`config.mk`:
```
export PLATFORM = sky130hd
export DESIGN_NAME = base64_stream_decoder_unit_flat
export DESIGN_NICKNAME = d
export VERILOG_FILES = /design/src/sv/b64d_pkg.sv /design/src/sv/b64d_if.sv /design/src/sv/base64_stream_decoder_unit.sv /design/src/sv/b64d_front.sv /design/src/sv/b64d_queue.sv /design/src/sv/b64d_back.sv /design/src/flat_wrapper.sv
export SDC_FILE = /design/constraint.sdc
export NUM_CORES = 1
export LEC_CHECK = 0
export BUFFER_PORTS_ARGS = -buffer_cell sky130_fd_sc_hd__buf_2
export CORE_AREA = 2 2 96 168
export CTS_CLUSTER_DIAMETER = 100
export DETAILED_ROUTE_END_ITERATION = 12
export DIE_AREA = 0 0 98 170
export MAX_ROUTING_LAYER = met4
export PLACE_DENSITY = 0.77
export SLEW_MARGIN = 10
export SYNTH_ARGS = -nofsm -noshare
export SYNTH_HDL_FRONTEND = slang
export SYNTH_HIERARCHICAL = 1
export SYNTH_SLANG_ARGS = --single-unit
```
`constraint.sdc`:
```
create_clock -name clk -period 8.45 [get_ports clk]
set_input_delay 0 -clock clk [delete_from_list [all_inputs] [get_ports clk]]
set_output_delay 0 -clock clk [all_outputs]
set_load 0.01 [all_outputs]
```
`src/sv/b64d_pkg.sv`:
```
// b64d_pkg: shared types and the character classifier for the base64 decoder
// no dependencies; used by every module of the decoder
package b64d_pkg;

    typedef struct packed {
        logic       ignore;
        logic       pad;
        logic [5:0] sextet;
    } char_class_t;

    // one finished group waiting to be unpacked into bytes
    typedef struct packed {
        logic [23:0] bits;
        logic [1:0]  last_idx;
        logic        malformed;
    } group_t;

    localparam int unsigned QUEUE_DEPTH = 4;
    localparam int unsigned QPTR_W      = $clog2(QUEUE_DEPTH);

    localparam logic [7:0] CHAR_PLUS  = 8'h2B;
    localparam logic [7:0] CHAR_SLASH = 8'h2F;
    localparam logic [7:0] CHAR_EQUAL = 8'h3D;
    localparam logic [7:0] CHAR_UA    = 8'h41;
    localparam logic [7:0] CHAR_LA    = 8'h61;
    localparam logic [7:0] CHAR_ZERO  = 8'h30;

    localparam logic [5:0] SEXTET_LOWER = 6'd26;
    localparam logic [5:0] SEXTET_DIGIT = 6'd52;
    localparam logic [5:0] SEXTET_PLUS  = 6'd62;
    localparam logic [5:0] SEXTET_SLASH = 6'd63;

    localparam logic [1:0] LAST_IDX_ONE   = 2'd0;
    localparam logic [1:0] LAST_IDX_TWO   = 2'd1;
    localparam logic [1:0] LAST_IDX_THREE = 2'd2;

    function automatic char_class_t classify(input logic [7:0] c);
        char_class_t r;
        logic [7:0]  d;
        r = '{ignore: 1'b0, pad: 1'b0, sextet: 6'd0};
        d = 8'd0;
        if (c inside {[8'h41:8'h5A]})
        begin
            d = c - CHAR_UA;
            r.sextet = d[5:0];
        end
        else if (c inside {[8'h61:8'h7A]})
        begin
            d = c - CHAR_LA;
            r.sextet = d[5:0] + SEXTET_LOWER;
        end
        else if (c inside {[8'h30:8'h39]})
        begin
            d = c - CHAR_ZERO;
            r.sextet = d[5:0] + SEXTET_DIGIT;
        end
        else if (c == CHAR_PLUS)
        begin
            r.sextet = SEXTET_PLUS;
        end
        else if (c == CHAR_SLASH)
        begin
            r.sextet = SEXTET_SLASH;
        end
        else if (c == CHAR_EQUAL)
        begin
            r.pad = 1'b1;
        end
        else
        begin
            r.ignore = 1'b1;
        end
        return r;
    endfunction

endpackage

```
`src/sv/b64d_if.sv`:
```
// b64d_char_if and b64d_byte_if: valid/ready channels of the base64 decoder
// no dependencies
interface b64d_char_if;
    logic       valid;
    logic       ready;
    logic [7:0] char_code;

    modport source (output valid, output char_code, input ready);
    modport sink   (input valid, input char_code, output ready);
endinterface

interface b64d_byte_if;
    logic       valid;
    logic       ready;
    logic [7:0] data_byte;
    logic       last_of_group;
    logic       malformed;

    modport source (output valid, output data_byte, output last_of_group,
                    output malformed, input ready);
    modport sink   (input valid, input data_byte, input last_of_group,
                    input malformed, output ready);
endinterface

```
`src/sv/base64_stream_decoder_unit.sv`:
```
// base64_stream_decoder_unit: streaming base64 decoder, top level
// depends on b64d_pkg, b64d_if, b64d_front, b64d_queue and b64d_back
//
// chars carries one raw character per item; bytes outside the base64
// alphabet and '=' are dropped without a result, so whitespace is harmless.
// each complete group of four characters yields three, two or one decoded
// bytes on octets, the final one with last_of_group set; a group with badly
// placed padding yields a single item with malformed set and data_byte zero.
// a character is taken every cycle while the group queue has room; the
// queue holds four groups and the back part drains one byte per cycle, so
// an unstalled stream runs at one character per cycle.
// a finished group passes a queue slot, the group register and the output
// register in turn; its other bytes follow one per cycle unless stalled.
// when the receiver stalls, the output register holds its item, the queue
// fills and chars.ready falls once it is full.
// reset clears the partial group, the queue and the output register; a
// trailing partial group is never emitted.
module base64_stream_decoder_unit (
    input  logic        clk,
    input  logic        rst_n,
    b64d_char_if.sink   chars,
    b64d_byte_if.source octets
);

    logic             queue_full;
    logic             push;
    b64d_pkg::group_t push_group;
    logic             pop;
    logic             not_empty;
    b64d_pkg::group_t head;

    b64d_front u_front (
        .clk        (clk),
        .rst_n      (rst_n),
        .chars      (chars),
        .queue_full (queue_full),
        .push       (push),
        .push_group (push_group)
    );

    b64d_queue u_queue (
        .clk        (clk),
        .rst_n      (rst_n),
        .push       (push),
        .push_group (push_group),
        .pop        (pop),
        .full       (queue_full),
        .not_empty  (not_empty),
        .head       (head)
    );

    b64d_back u_back (
        .clk       (clk),
        .rst_n     (rst_n),
        .not_empty (not_empty),
        .head      (head),
        .pop       (pop),
        .octets    (octets)
    );

endmodule

```
`src/sv/b64d_front.sv`:
```
// b64d_front: takes characters, gathers sextets and hands finished groups on
// depends on b64d_pkg and b64d_char_if
module b64d_front (
    input  logic                 clk,
    input  logic                 rst_n,
    b64d_char_if.sink            chars,
    input  logic                 queue_full,
    output logic                 push,
    output b64d_pkg::group_t     push_group
);

    logic [1:0]            count_reg, count_next;
    logic [17:0]           acc_reg, acc_next;
    logic                  third_pad_reg, third_pad_next;
    logic                  early_pad_reg, early_pad_next;
    b64d_pkg::char_class_t cls;
    logic                  take;
    logic                  bad;

    assign chars.ready = !queue_full;
    assign cls         = b64d_pkg::classify(chars.char_code);
    assign take        = chars.valid && chars.ready && !cls.ignore;
    assign bad         = early_pad_reg || (third_pad_reg && !cls.pad);

    always_comb
    begin
        count_next     = count_reg;
        acc_next       = acc_reg;
        third_pad_next = third_pad_reg;
        early_pad_next = early_pad_reg;
        push           = 1'b0;
        push_group     = '{bits: {acc_reg, cls.sextet}, last_idx: b64d_pkg::LAST_IDX_THREE,
                           malformed: 1'b0};
        if (take)
        begin
            if (count_reg != 2'd3)
            begin
                if (cls.pad)
                begin
                    if (count_reg[1])
                        third_pad_next = 1'b1;
                    else
                        early_pad_next = 1'b1;
                end
                acc_next   = {acc_reg[11:0], cls.sextet};
                count_next = count_reg + 2'd1;
            end
            else
            begin
                push = 1'b1;
                if (bad)
                begin
                    push_group.bits      = 24'd0;
                    push_group.last_idx  = b64d_pkg::LAST_IDX_ONE;
                    push_group.malformed = 1'b1;
                end
                else if (third_pad_reg)
                    push_group.last_idx = b64d_pkg::LAST_IDX_ONE;
                else if (cls.pad)
                    push_group.last_idx = b64d_pkg::LAST_IDX_TWO;
                count_next     = 2'd0;
                acc_next       = 18'd0;
                third_pad_next = 1'b0;
                early_pad_next = 1'b0;
            end
        end
    end

    always_ff @(posedge clk or negedge rst_n)
    begin
        if (!rst_n)
        begin
            count_reg     <= 2'd0;
            acc_reg       <= 18'd0;
            third_pad_reg <= 1'b0;
            early_pad_reg <= 1'b0;
        end
        else
        begin
            count_reg     <= count_next;
            acc_reg       <= acc_next;
            third_pad_reg <= third_pad_next;
            early_pad_reg <= early_pad_next;
        end
    end

endmodule

```
`src/sv/b64d_queue.sv`:
```
// b64d_queue: short group queue between the front and back parts
// depends on b64d_pkg
module b64d_queue (
    input  logic             clk,
    input  logic             rst_n,
    input  logic             push,
    input  b64d_pkg::group_t push_group,
    input  logic             pop,
    output logic             full,
    output logic             not_empty,
    output b64d_pkg::group_t head
);

    localparam int unsigned PW = b64d_pkg::QPTR_W;

    b64d_pkg::group_t  slots_reg [b64d_pkg::QUEUE_DEPTH];
    logic [PW-1:0]     wr_ptr_reg, wr_ptr_next;
    logic [PW-1:0]     rd_ptr_reg, rd_ptr_next;
    logic [PW:0]       fill_reg, fill_next;
    logic              do_push, do_pop;

    assign full      = (fill_reg == (PW+1)'(b64d_pkg::QUEUE_DEPTH));
    assign not_empty = (fill_reg != '0);
    assign head      = slots_reg[rd_ptr_reg];
    assign do_push   = push && !full;
    assign do_pop    = pop && not_empty;

    always_comb
    begin
        wr_ptr_next = wr_ptr_reg + PW'(do_push);
        rd_ptr_next = rd_ptr_reg + PW'(do_pop);
        fill_next   = fill_reg + (PW+1)'(do_push) - (PW+1)'(do_pop);
    end

    always_ff @(posedge clk)
    begin
        if (do_push)
            slots_reg[wr_ptr_reg] <= push_group;
    end

    always_ff @(posedge clk or negedge rst_n)
    begin
        if (!rst_n)
        begin
            wr_ptr_reg <= '0;
            rd_ptr_reg <= '0;
            fill_reg   <= '0;
        end
        else
        begin
            wr_ptr_reg <= wr_ptr_next;
            rd_ptr_reg <= rd_ptr_next;
            fill_reg   <= fill_next;
        end
    end

endmodule

```
`src/sv/b64d_back.sv`:
```
// b64d_back: unpacks queued groups into bytes through an output register
// depends on b64d_pkg and b64d_byte_if
module b64d_back (
    input  logic             clk,
    input  logic             rst_n,
    input  logic             not_empty,
    input  b64d_pkg::group_t head,
    output logic             pop,
    b64d_byte_if.source      octets
);

    b64d_pkg::group_t grp_reg, grp_next;
    logic             grp_valid_reg, grp_valid_next;
    logic [1:0]       idx_reg, idx_next;
    logic             out_valid_reg, out_valid_next;
    logic [7:0]       out_data_reg, out_data_next;
    logic             out_last_reg, out_last_next;
    logic             out_bad_reg, out_bad_next;
    logic             emit;
    logic             at_last;
    logic [7:0]       sel_byte;

    assign emit    = grp_valid_reg && (!out_valid_reg || octets.ready);
    assign at_last = (idx_reg == grp_reg.last_idx);

    always_comb
    begin
        case (idx_reg)
            2'd0:    sel_byte = grp_reg.bits[23:16];
            2'd1:    sel_byte = grp_reg.bits[15:8];
            default: sel_byte = grp_reg.bits[7:0];
        endcase
    end

    // refill the group stage when it is empty or its last byte leaves now
    assign pop = not_empty && (!grp_valid_reg || (emit && at_last));

    always_comb
    begin
        grp_next       = grp_reg;
        grp_valid_next = grp_valid_reg;
        idx_next       = idx_reg;
        out_valid_next = out_valid_reg;
        out_data_next  = out_data_reg;
        out_last_next  = out_last_reg;
        out_bad_next   = out_bad_reg;
        if (out_valid_reg && octets.ready)
            out_valid_next = 1'b0;
        if (emit)
        begin
            out_valid_next = 1'b1;
            out_data_next  = sel_byte;
            out_last_next  = at_last;
            out_bad_next   = grp_reg.malformed;
            idx_next       = idx_reg + 2'd1;
            if (at_last)
                grp_valid_next = 1'b0;
        end
        if (pop)
        begin
            grp_next       = head;
            grp_valid_next = 1'b1;
            idx_next       = 2'd0;
        end
    end

    always_ff @(posedge clk)
    begin
        grp_reg      <= grp_next;
        out_data_reg <= out_data_next;
        out_last_reg <= out_last_next;
        out_bad_reg  <= out_bad_next;
    end

    always_ff @(posedge clk or negedge rst_n)
    begin
        if (!rst_n)
        begin
            grp_valid_reg <= 1'b0;
            idx_reg       <= 2'd0;
            out_valid_reg <= 1'b0;
        end
        else
        begin
            grp_valid_reg <= grp_valid_next;
            idx_reg       <= idx_next;
            out_valid_reg <= out_valid_next;
        end
    end

    assign octets.valid         = out_valid_reg;
    assign octets.data_byte     = out_data_reg;
    assign octets.last_of_group = out_last_reg;
    assign octets.malformed     = out_bad_reg;

endmodule
```
`src/flat_wrapper.sv`:
```
// flat-port wrapper written by rule: the top's interface ports become plain ports
module base64_stream_decoder_unit_flat 
  (clk, rst_n, chars_valid, chars_char_code, chars_ready, octets_valid, octets_data_byte, octets_last_of_group, octets_malformed, octets_ready);
  b64d_char_if chars_i ();
  b64d_byte_if octets_i ();
  input  logic clk;
  input  logic rst_n;
  input wire logic [$bits(chars_i.valid)-1:0] chars_valid;
  input wire logic [$bits(chars_i.char_code)-1:0] chars_char_code;
  output wire logic [$bits(chars_i.ready)-1:0] chars_ready;
  output wire logic [$bits(octets_i.valid)-1:0] octets_valid;
  output wire logic [$bits(octets_i.data_byte)-1:0] octets_data_byte;
  output wire logic [$bits(octets_i.last_of_group)-1:0] octets_last_of_group;
  output wire logic [$bits(octets_i.malformed)-1:0] octets_malformed;
  input wire logic [$bits(octets_i.ready)-1:0] octets_ready;
  assign chars_i.valid = chars_valid;
  assign chars_i.char_code = chars_char_code;
  assign chars_ready = chars_i.ready;
  assign octets_valid = octets_i.valid;
  assign octets_data_byte = octets_i.data_byte;
  assign octets_last_of_group = octets_i.last_of_group;
  assign octets_malformed = octets_i.malformed;
  assign octets_i.ready = octets_ready;
  base64_stream_decoder_unit u_core (.clk(clk), .rst_n(rst_n), .chars(chars_i), .octets(octets_i));
endmodule
```
==> results of run 1 <==
worst min-delay path: cells and delay by family:
family	cells	cell delay, ns
compound gates	2	0.32
buf+inv	1	0.16
cell usage in the layout, fill, tap and decap left out, types with 2 or more instances in the layout:
master	n
edfxtp_1	145
nand2_1	50
dfrtp_1	32
mux4_2	26
buf_2	23
nor2b_1	21
clkbuf_16	17
inv_1	16
a21oi_1	16
o21ai_0	16
ha_1	14
nor2_1	14
a22oi_1	8
o31ai_1	8
buf_4	7
nand3_1	7
xnor2_1	6
inv_6	5
a21o_1	5
clkinv_4	4
dlygate4sd3_1	4
and3_1	4
nand2b_1	3
nand4_1	3
a221o_1	3
nor3_1	3
clkinv_2	2
mux2i_1	2
a22o_1	2
nor3b_2	2
o211ai_1	2
a31oi_1	2
o21a_1	2
o221ai_1	2
o22ai_1	2
or3_1	2
a221oi_1	2
nor4bb_4	2
report_power, final:
group	leakage [nW]	internal (mW)	total, mW	switching [mW]
clock	0.273	0.410	0.730	0.320
combinational	0.993	0.269	0.580	0.311
sequential	1.75	1.17	1.29	0.119
timing repair:
item	CTS	global route
setup buffers	0	0
endpoints found under the hold margin	35	0
hold buffers	4	0
how the worst min path moves through the flow:
stage                                  start                                       to  slack (ns)
after CTS                 chars_char_code[0]    u_core/u_front/acc_reg[0]$_DFFE_PN0P_        0.07
final                     chars_char_code[0]    u_core/u_front/acc_reg[0]$_DFFE_PN0P_        0.11
after global routing      chars_char_code[0]    u_core/u_front/acc_reg[0]$_DFFE_PN0P_        0.10
after global placement                 rst_n   u_core/u_back/octets.valid$_DFFE_PN0P_        0.09
after floorplan                        rst_n  u_core/u_back/grp_valid_reg$_DFFE_PN0P_       -0.30
after detailed placement               rst_n   u_core/u_back/octets.valid$_DFFE_PN0P_        0.11
metal layers:
metal  part of all wire  GRT usage  vias up  wire [µm]
met5                  0          -        -          0
met1               0.37      0.174     2020       4820
li1                   -          -     1843          -
met4              0.023     0.0700        0        299
met2               0.57      0.316      106       7450
met3              0.030     0.0366       23        394
metrics by stage:
step	hold slack (ns)	total power, mW	instances	util	setup slack, ns
floorplan	-0.296	1.73	463	-	3.41
global placement	0.0920	1.85	660	0.508	5.06
detailed placement	0.113	1.89	660	0.508	4.82
CTS	0.0727	2.63	696	0.547	5.16
global route	0.104	2.74	696	0.547	4.94
finish	0.107	2.60	696	0.547	5.15
cell families (layout without fill, tap and decap cells):
group | Yosys count | in the layout | synth area share
DFF | 178 | 178 | 0.699
and+or+nand+nor | 121 | 121 | 0.0859
AOI/OAI and AO/OA | 77 | 77 | 0.0697
buffers and inverters | 35 | 82 | 0.0241
muxes | 30 | 30 | 0.0868
adders and majority gates | 15 | 15 | 0.0263
xor gates and xnor gates | 7 | 7 | 0.00827
area by class of cell:
class / count / area share
flip-flops and latches: 178 / 0.622
inverters: 16 / 0.00721
clock buffers: 18 / 0.0515
well taps: 186 / 0.0279
multi-input cells: 250 / 0.251
repair buffers: 34 / 0.0249
clock inverters: 14 / 0.0156
==> impl_metrics.env, run 1 <==
export IMPL_clock_skew_ns=0.00959
export IMPL_cts_resized=0
export IMPL_drc_errors=0
export IMPL_io_pin_count=24
export IMPL_r2r_end="u_core/u_queue/fill_reg[2]$_DFF_PN0_"
export IMPL_grt_start_max_net_pins=46
export IMPL_fillers=1155
export IMPL_ys_flop_type="edfxtp_1"
export IMPL_setup_tns_ns=0
export IMPL_hold_class="input pin to flip-flop"
export IMPL_slowest_delay_ns=0.53
export IMPL_crit_required_ns=8.79
export IMPL_clock_sinks=178
export IMPL_ir_worst_vdd_v=0.000143
export IMPL_regArea_um2=5180
export IMPL_synth_area_per_cell_um2=16.0
export IMPL_status="finished, final reports clean"
export IMPL_cp_common_cell="xnor2_1"
export IMPL_areaGrowthSynthToFinish_pct=12.4
export IMPL_numPortBuffers=23
export IMPL_crit_buf_inv=3
export IMPL_finalHoldViolCount=0
export IMPL_synth_nets=490
export IMPL_crit_family="compound AO/OA/AOI/OAI gates"
export IMPL_cts_path_max_buffers=2
export IMPL_start_util=0.486
export IMPL_p_leak_nw=3.01
export IMPL_crit_chain="dlygate4sd3_1, buf_2, nor3b_2, a21bo_1, a21o_1, a211o_1, buf_4, nor2_1, o21a_1, a221oi_1, ha_1, fa_1, xnor2_1, xnor2_1"
export IMPL_reg2reg_depth=10
export IMPL_holdPathStages=3
export IMPL_synth_seq_area_share=0.699
export IMPL_synth_largest_area_cell="edfxtp_1"
export IMPL_largest_reg_flops=108
export IMPL_ff2ff_setup_slack_ns=5.25
export IMPL_root_buffer="clkbuf_16"
export IMPL_netlist_area_um2=7410
export IMPL_vias=3992
export IMPL_criticalPathCategory="input pin to flip-flop"
export IMPL_yosys_cell_count_top_type="edfxtp_1"
export IMPL_async_flop_share=0.185
export IMPL_synthCells=463
export IMPL_synth_edf_count=145
export IMPL_grt_pass1_vias=4224
export IMPL_yosysWarningCount=6
export IMPL_die_h_um=170
export IMPL_slowest_stage="dlygate4sd3_1"
export IMPL_fp_dieW_um=98
export IMPL_cts_clk_slew_worst_paths_ns=0.07
export IMPL_synth_top_cell_area_share=0.587
export IMPL_grt_pass1_wl_mm=21.4
export IMPL_maxSlewHeadroom=0.268
export IMPL_layout_min_cycle_time_ns=3.30
export IMPL_grt_overflow=0
export IMPL_power_density_nw_per_um2=311
export IMPL_routabilityCongestion=0.945
export IMPL_drv_cap=0
export IMPL_cp_num_cells=14
export IMPL_htree_num_levels=4
export IMPL_drive_gt1_frac=0.194
export IMPL_worst_slew_pin_slew_ns=1.09
export IMPL_viasPerCell=5.74
export IMPL_rows=60
export IMPL_cts_tree="done"
export IMPL_crit_reg2reg_launch="u_core/u_queue/fill_reg[2]$_DFF_PN0_"
export IMPL_cp_arrival_ns=3.64
export IMPL_nets=524
export IMPL_synth_area_leaders="edfxtp_1 (59%), dfrtp_1 (11%), mux4_2 (7.9%)"
export IMPL_rsz0062_at_grt="false"
export IMPL_finalMaxSlewViolations=0
export IMPL_avgRoutedWirePerCell_um=18.6
export IMPL_core_area_um2=15200
export IMPL_crit_path_end_kind="flip-flop"
export IMPL_diodes=0
export IMPL_final_area_um2=8330
export IMPL_numCtsBuffers=17
export IMPL_drt_iter0_drc=204
export IMPL_hpwlAfterDp_mm=8.65
export IMPL_period_share=0.391
export IMPL_timing_fmax_mhz=303
export IMPL_crit_start="chars_char_code[6]"
export IMPL_drtAntennaViolNets=0
export IMPL_startpoint_type="input pin"
export IMPL_dieArea_um2=16700
export IMPL_finalSetupViolCount=0
export IMPL_multiInputGateArea_um2=2090
export IMPL_yosysUniqueCellTypes=56
export IMPL_ys_ff_latch=178
export IMPL_drtPass1Iterations=4
export IMPL_insertion_delay_ns=0.42
export IMPL_grt_usage=0.171
export IMPL_routed_wl_mm=13.0
export IMPL_dpl_cell_area_um2=7730
export IMPL_endpoint="u_core/u_queue/fill_reg[2]$_DFF_PN0_"
export IMPL_antenna_found_initial=0
export IMPL_synth_common_cells="edfxtp_1 (145), nand2_1 (50), dfrtp_1 (33), mux4_2 (26), nor2b_1 (21)"
export IMPL_worstPathMaxFanout=45
Note: power is estimated with default switching activity, not from simulation.
==> run 2, diff against run 1 <==
--- a/config.mk
+++ b/config.mk
@@ -11,7 +11,7 @@
 export DETAILED_ROUTE_END_ITERATION = 12
 export DIE_AREA = 0 0 98 170
 export MAX_ROUTING_LAYER = met4
-export PLACE_DENSITY = 0.77
+export PLACE_DENSITY = 0.79
 export SLEW_MARGIN = 10
 export SYNTH_ARGS = -nofsm -noshare
 export SYNTH_HDL_FRONTEND = slang
==> constraint.sdc (replaced) <==
create_clock -name clk -period 2.7 [get_ports clk]
set_input_delay 0 -clock clk [delete_from_list [all_inputs] [get_ports clk]]
set_output_delay 0 -clock clk [all_outputs]
set_load 0.01 [all_outputs]
==> impl_metrics.env, run 2 (synthesis gave the netlist of run 1 again) <==
export IMPL_status="finished, final reports clean"
export IMPL_hold_class="input pin to flip-flop"
export IMPL_finalSetupViolCount=0
export IMPL_dieArea_um2=16700
export IMPL_rsz0062_at_grt="false"
export IMPL_final_area_um2=8590
export IMPL_vias=4140
export IMPL_cts_tree="done"
export IMPL_period_share=0.908
export IMPL_grt_pass1_wl_mm=22.8
export IMPL_root_buffer="clkbuf_16"
export IMPL_largest_reg_flops=108
export IMPL_finalMaxSlewViolations=0
export IMPL_finalNonFillerCells=709
export IMPL_timing_fmax_mhz=408
export IMPL_fp_dieW_um=98
export IMPL_htree_num_levels=4
export IMPL_fillers=1123
export IMPL_crit_path_end_kind="flip-flop"
export IMPL_diodes=0
export IMPL_dpl_cell_area_um2=7990
export IMPL_numCtsBuffers=17
export IMPL_start_util=0.486
export IMPL_viasPerCell=5.84
export IMPL_ir_worst_vdd_v=0.000384
export IMPL_final_cell_mix="edfxtp_1 (145), nand2_1 (50), dfrtp_1 (32), mux4_2 (26), buf_2 (23)"
export IMPL_cts_path_max_buffers=2
export IMPL_maxSlewHeadroom=0.450
export IMPL_drtAntennaViolNets=0
export IMPL_startpoint_type="flip-flop"
export IMPL_crit_required_ns=3.04
export IMPL_antenna_found_initial=0
export IMPL_final_common_cell="edfxtp_1"
export IMPL_drtPass1Iterations=5
export IMPL_grt_pass1_vias=4466
export IMPL_finalHoldViolCount=0
export IMPL_grt_start_max_net_pins=45
export IMPL_clock_skew_ns=0.0101
export IMPL_cts_clk_slew_worst_paths_ns=0.07
export IMPL_drv_cap=0
export IMPL_worstPathMaxFanout=5
export IMPL_drt_iter0_drc=388
export IMPL_drive_gt1_frac=0.224
export IMPL_rows=60
export IMPL_core_area_um2=15200
export IMPL_die_h_um=170
export IMPL_clock_sinks=178
export IMPL_grt_usage=0.185
export IMPL_reg2reg_depth=8
export IMPL_io_pin_count=24
export IMPL_cp_arrival_ns=2.79
export IMPL_worst_slew_pin_slew_ns=0.825
export IMPL_power_density_nw_per_um2=976
export IMPL_hpwlAfterDp_mm=9.26
export IMPL_placedCellCount=675
export IMPL_nets=537
export IMPL_insertion_delay_ns=0.42
export IMPL_grt_overflow=0
export IMPL_routed_wl_mm=14.4
export IMPL_avgRoutedWirePerCell_um=20.2
export IMPL_layout_min_cycle_time_ns=2.45
export IMPL_p_leak_nw=3.10
export IMPL_areaGrowthSynthToFinish_pct=15.9
export IMPL_drc_errors=0
export IMPL_holdPathStages=5
export IMPL_criticalPathCategory="flip-flop to flip-flop"
export IMPL_routabilityCongestion=0.892
export IMPL_numPortBuffers=23
-- run 2: cell count changes in the layout (fill, tap and decap cells not counted), moves of 3 or more --
cell	delta
buf_12	+5
buf_4	+10
clkinv_1	+3
clkinv_4	-3
clkinvlp_4	+3
ha_1	-3
inv_1	-3
inv_6	-5
-- run 2: metal layers --
layer	vias up	GRT usage	share of wire
li1	1874	-	-
met1	2116	0.187	0.37
met2	118	0.342	0.57
met3	32	0.0370	0.032
met4	0	0.0833	0.028
met5	-	-	0
-- run 2: layout make-up --
cell class	count	area [µm²]	share of cell area
well taps	186	233	0.0271
inverters	16	83.8	0.00976
flip-flops and latches	178	5180	0.603
multi-input cells	250	2150	0.250
clock buffers	20	437	0.0508
repair buffers	47	363	0.0422
clock inverters	12	141	0.0165
-- run 2: report_power, final --
part           leakage [nW]  switching, mW  internal, mW
sequential             1.75          0.268          3.65
clock                 0.270          0.940          1.44
combinational          1.08           1.17         0.919
-- run 2: worst max-delay path, stage by stage, from the launching register on --
cell,delay (ns)
dfrtp_1,0.43
xnor2_1,0.29
nand3_1,0.20
a21boi_4,0.25
o31ai_2,0.12
or2_2,0.31
fa_1,0.42
xnor2_1,0.20
xnor2_1,0.15
-- run 2: what timing repair did --
item,4_1_cts,5_1_grt
buffers inserted,0,0
setup endpoints to repair,0,0
hold buffers,2,0
endpoints found under the hold margin,34,0
gates resized for setup,0,0
-- run 2: path summary, 6_finish.rpt --
kind / to / startpoint / slack [ns]
worst min-delay path: u_core/u_front/acc_reg[2]$_DFFE_PN0P_ / chars_char_code[6] / 0.14
worst min register to register: u_core/u_back/octets.malformed$_DFFE_PP_ / u_core/u_back/grp_reg[0]$_DFFE_PP_ / 0.43
min in group asynchronous: u_core/u_back/octets.valid$_DFFE_PN0P_ / rst_n / 0.22
worst max-delay path: u_core/u_queue/fill_reg[2]$_DFF_PN0_ / u_core/u_back/idx_reg[0]$_DFFE_PN0P_ / 0.25
max in group asynchronous: u_core/u_queue/rd_ptr_reg[0]$_DFF_PN0_ / rst_n / 1.91
worst max register to register: u_core/u_queue/fill_reg[2]$_DFF_PN0_ / u_core/u_back/idx_reg[0]$_DFFE_PN0P_ / 0.25
-- run 2: per-stage QoR --
| step | hold WS (ns) | util | TNS (ns) | setup WS, ns | power (mW) |
|---|---|---|---|---|---|
| after global routing | 0.171 | 0.564 | 0 | 0.117 | 8.78 |
| after global placement | 0.117 | 0.524 | 0 | 0.123 | 5.93 |
| after detailed placement | 0.125 | 0.524 | 0 | 0.0366 | 6.05 |
| final | 0.137 | 0.564 | 0 | 0.249 | 8.39 |
| after floorplan | -0.296 | - | -4.67 | -0.0631 | 5.46 |
| after CTS | 0.117 | 0.564 | 0 | 0.256 | 8.45 |
==> run 3, diff against run 2 <==
--- a/config.mk
+++ b/config.mk
@@ -11,7 +11,7 @@
 export DETAILED_ROUTE_END_ITERATION = 12
 export DIE_AREA = 0 0 98 170
 export MAX_ROUTING_LAYER = met4
-export PLACE_DENSITY = 0.79
+export PLACE_DENSITY = 0.77
 export SLEW_MARGIN = 10
 export SYNTH_ARGS = -nofsm -noshare
 export SYNTH_HDL_FRONTEND = slang
==> impl_metrics.env, run 3 (synthesis gave the netlist of run 1 again) <==
export IMPL_drv_cap=0
export IMPL_drtPass1Iterations=4
export IMPL_layout_min_cycle_time_ns=2.43
export IMPL_final_cell_mix="edfxtp_1 (145), nand2_1 (50), dfrtp_1 (32), mux4_2 (26), buf_2 (23)"
export IMPL_grt_overflow=0
export IMPL_rsz0062_at_grt="false"
export IMPL_power_density_nw_per_um2=958
export IMPL_setup_tns_ns=0
export IMPL_final_common_cell="edfxtp_1"
export IMPL_htree_num_levels=4
export IMPL_startpoint_type="flip-flop"
export IMPL_rows=60
export IMPL_routed_wl_mm=13.9
export IMPL_period_share=0.900
export IMPL_clock_skew_ns=0.00815
export IMPL_drc_errors=0
export IMPL_viasPerCell=5.79
export IMPL_cts_path_max_buffers=2
export IMPL_cts_clk_slew_worst_paths_ns=0.07
export IMPL_grt_usage=0.186
export IMPL_insertion_delay_ns=0.42
export IMPL_nets=539
export IMPL_worstPathMaxFanout=7
export IMPL_drtAntennaViolNets=0
export IMPL_grt_start_max_net_pins=45
export IMPL_numPortBuffers=23
export IMPL_timing_fmax_mhz=411
export IMPL_ir_worst_vdd_v=0.000489
export IMPL_grt_pass1_vias=4219
export IMPL_cts_resized=0
export IMPL_grt_pass1_wl_mm=22.4
export IMPL_postCtsSetupBuffers=0
export IMPL_cts_tree="done"
export IMPL_core_area_um2=15200
export IMPL_crit_required_ns=3.05
export IMPL_cts_hold_buf=2
export IMPL_p_leak_nw=3.10
export IMPL_finalMaxSlewViolations=0
export IMPL_worst_slew_pin_slew_ns=0.841
export IMPL_root_buffer="clkbuf_16"
export IMPL_drive_gt1_frac=0.238
export IMPL_hold_class="input pin to flip-flop"
export IMPL_io_pin_count=24
export IMPL_cp_arrival_ns=2.78
export IMPL_largest_reg_flops=108
export IMPL_diodes=0
export IMPL_start_util=0.486
export IMPL_vias=4117
export IMPL_antenna_found_initial=0
export IMPL_maxSlewHeadroom=0.439
export IMPL_finalHoldViolCount=0
export IMPL_areaGrowthSynthToFinish_pct=15.5
export IMPL_status="finished, final reports clean"
export IMPL_numCtsBuffers=17
export IMPL_fp_dieW_um=98
export IMPL_hpwlAfterDp_mm=9.19
export IMPL_avgRoutedWirePerCell_um=19.5
export IMPL_crit_path_end_kind="flip-flop"
export IMPL_dieArea_um2=16700
export IMPL_die_h_um=170
export IMPL_finalSetupViolCount=0
export IMPL_drt_iter0_drc=327
export IMPL_routabilityCongestion=0.881
export IMPL_utilization=0.562
export IMPL_criticalPathCategory="flip-flop to flip-flop"
export IMPL_clock_sinks=178
==> run 3: changes by cell type in the layout (fill, tap and decap cells not counted), moves of 3 or more <==
| cell | before | now |
|---|---|---|
| clkinv_2 | 1 | 4 |
| clkbuf_8 | 0 | 3 |
| buf_4 | 17 | 20 |
| bufinv_16 | 3 | 0 |
| clkinv_1 | 4 | 0 |
| inv_6 | 0 | 3 |
==> run 3: worst paths after layout <==
check / from / end / slack (ns) / depth (start not counted)
setup / recovery: u_core/u_queue/fill_reg[1]$_DFF_PN0_ / u_core/u_queue/fill_reg[2]$_DFF_PN0_ / 0.27 / 8
hold / removal: chars_valid / u_core/u_front/third_pad_reg$_DFFE_PN0P_ / 0.10 / 5
setup reg to reg: u_core/u_queue/fill_reg[1]$_DFF_PN0_ / u_core/u_queue/fill_reg[2]$_DFF_PN0_ / 0.27 / 8
hold reg to reg: u_core/u_back/grp_reg[0]$_DFFE_PP_ / u_core/u_back/octets.malformed$_DFFE_PP_ / 0.42 / 0
max in group asynchronous: rst_n / u_core/u_queue/rd_ptr_reg[0]$_DFF_PN0_ / 1.89 / 2
min in group asynchronous: rst_n / u_core/u_back/octets.valid$_DFFE_PN0P_ / 0.22 / 2
==> run 3: critical path, cell delays in order, from the launching register on <==
cell,delay [ns]
dfrtp_1,0.46
or3_1,0.47
a21boi_4,0.20
mux2i_1,0.14
a221oi_1,0.11
ha_1,0.23
fa_1,0.42
xnor2_1,0.20
xnor2_1,0.13
==> run 3: metal layers <==
metal,wire (µm),GRT usage,share of wire,vias up
li1,-,-,-,1882
met1,5030,0.188,0.36,2092
met2,7970,0.338,0.57,118
met3,455,0.0402,0.033,25
met4,410,0.0864,0.030,0
met5,0,-,0,-
==> run 3: cell type report <==
type                    count  area, µm²
fillers                  1155       6680
flip-flops and latches    178       5180
multi-input cells         250       2150
clock buffers              21        470
repair buffers             49        365
well taps                 186        233
inverters                  16       83.8
clock inverters            11       78.8
==> run 3: report_power, final <==
part           total, mW  internal (mW)  leakage [nW]  switching [mW]
logic               1.96          0.912          1.08            1.05
clock network       2.24           1.25         0.270           0.986
registers           4.00           3.65          1.75           0.352
total               8.21           5.81          3.10            2.39
==> run 3: per-stage QoR <==
stage / total power [mW] / hold slack [ns] / area (µm²) / setup slack [ns] / cells
after global routing: 8.63 / 0.120 / 8560 / 0.149 / 711
after CTS: 8.28 / 0.0810 / 8560 / 0.277 / 711
after global placement: 5.92 / 0.126 / 7990 / 0.0878 / 677
final: 8.21 / 0.103 / 8560 / 0.270 / 711
after floorplan: 5.46 / -0.296 / 7540 / -0.0631 / 463
after detailed placement: 6.02 / 0.141 / 7990 / 0.00369 / 677
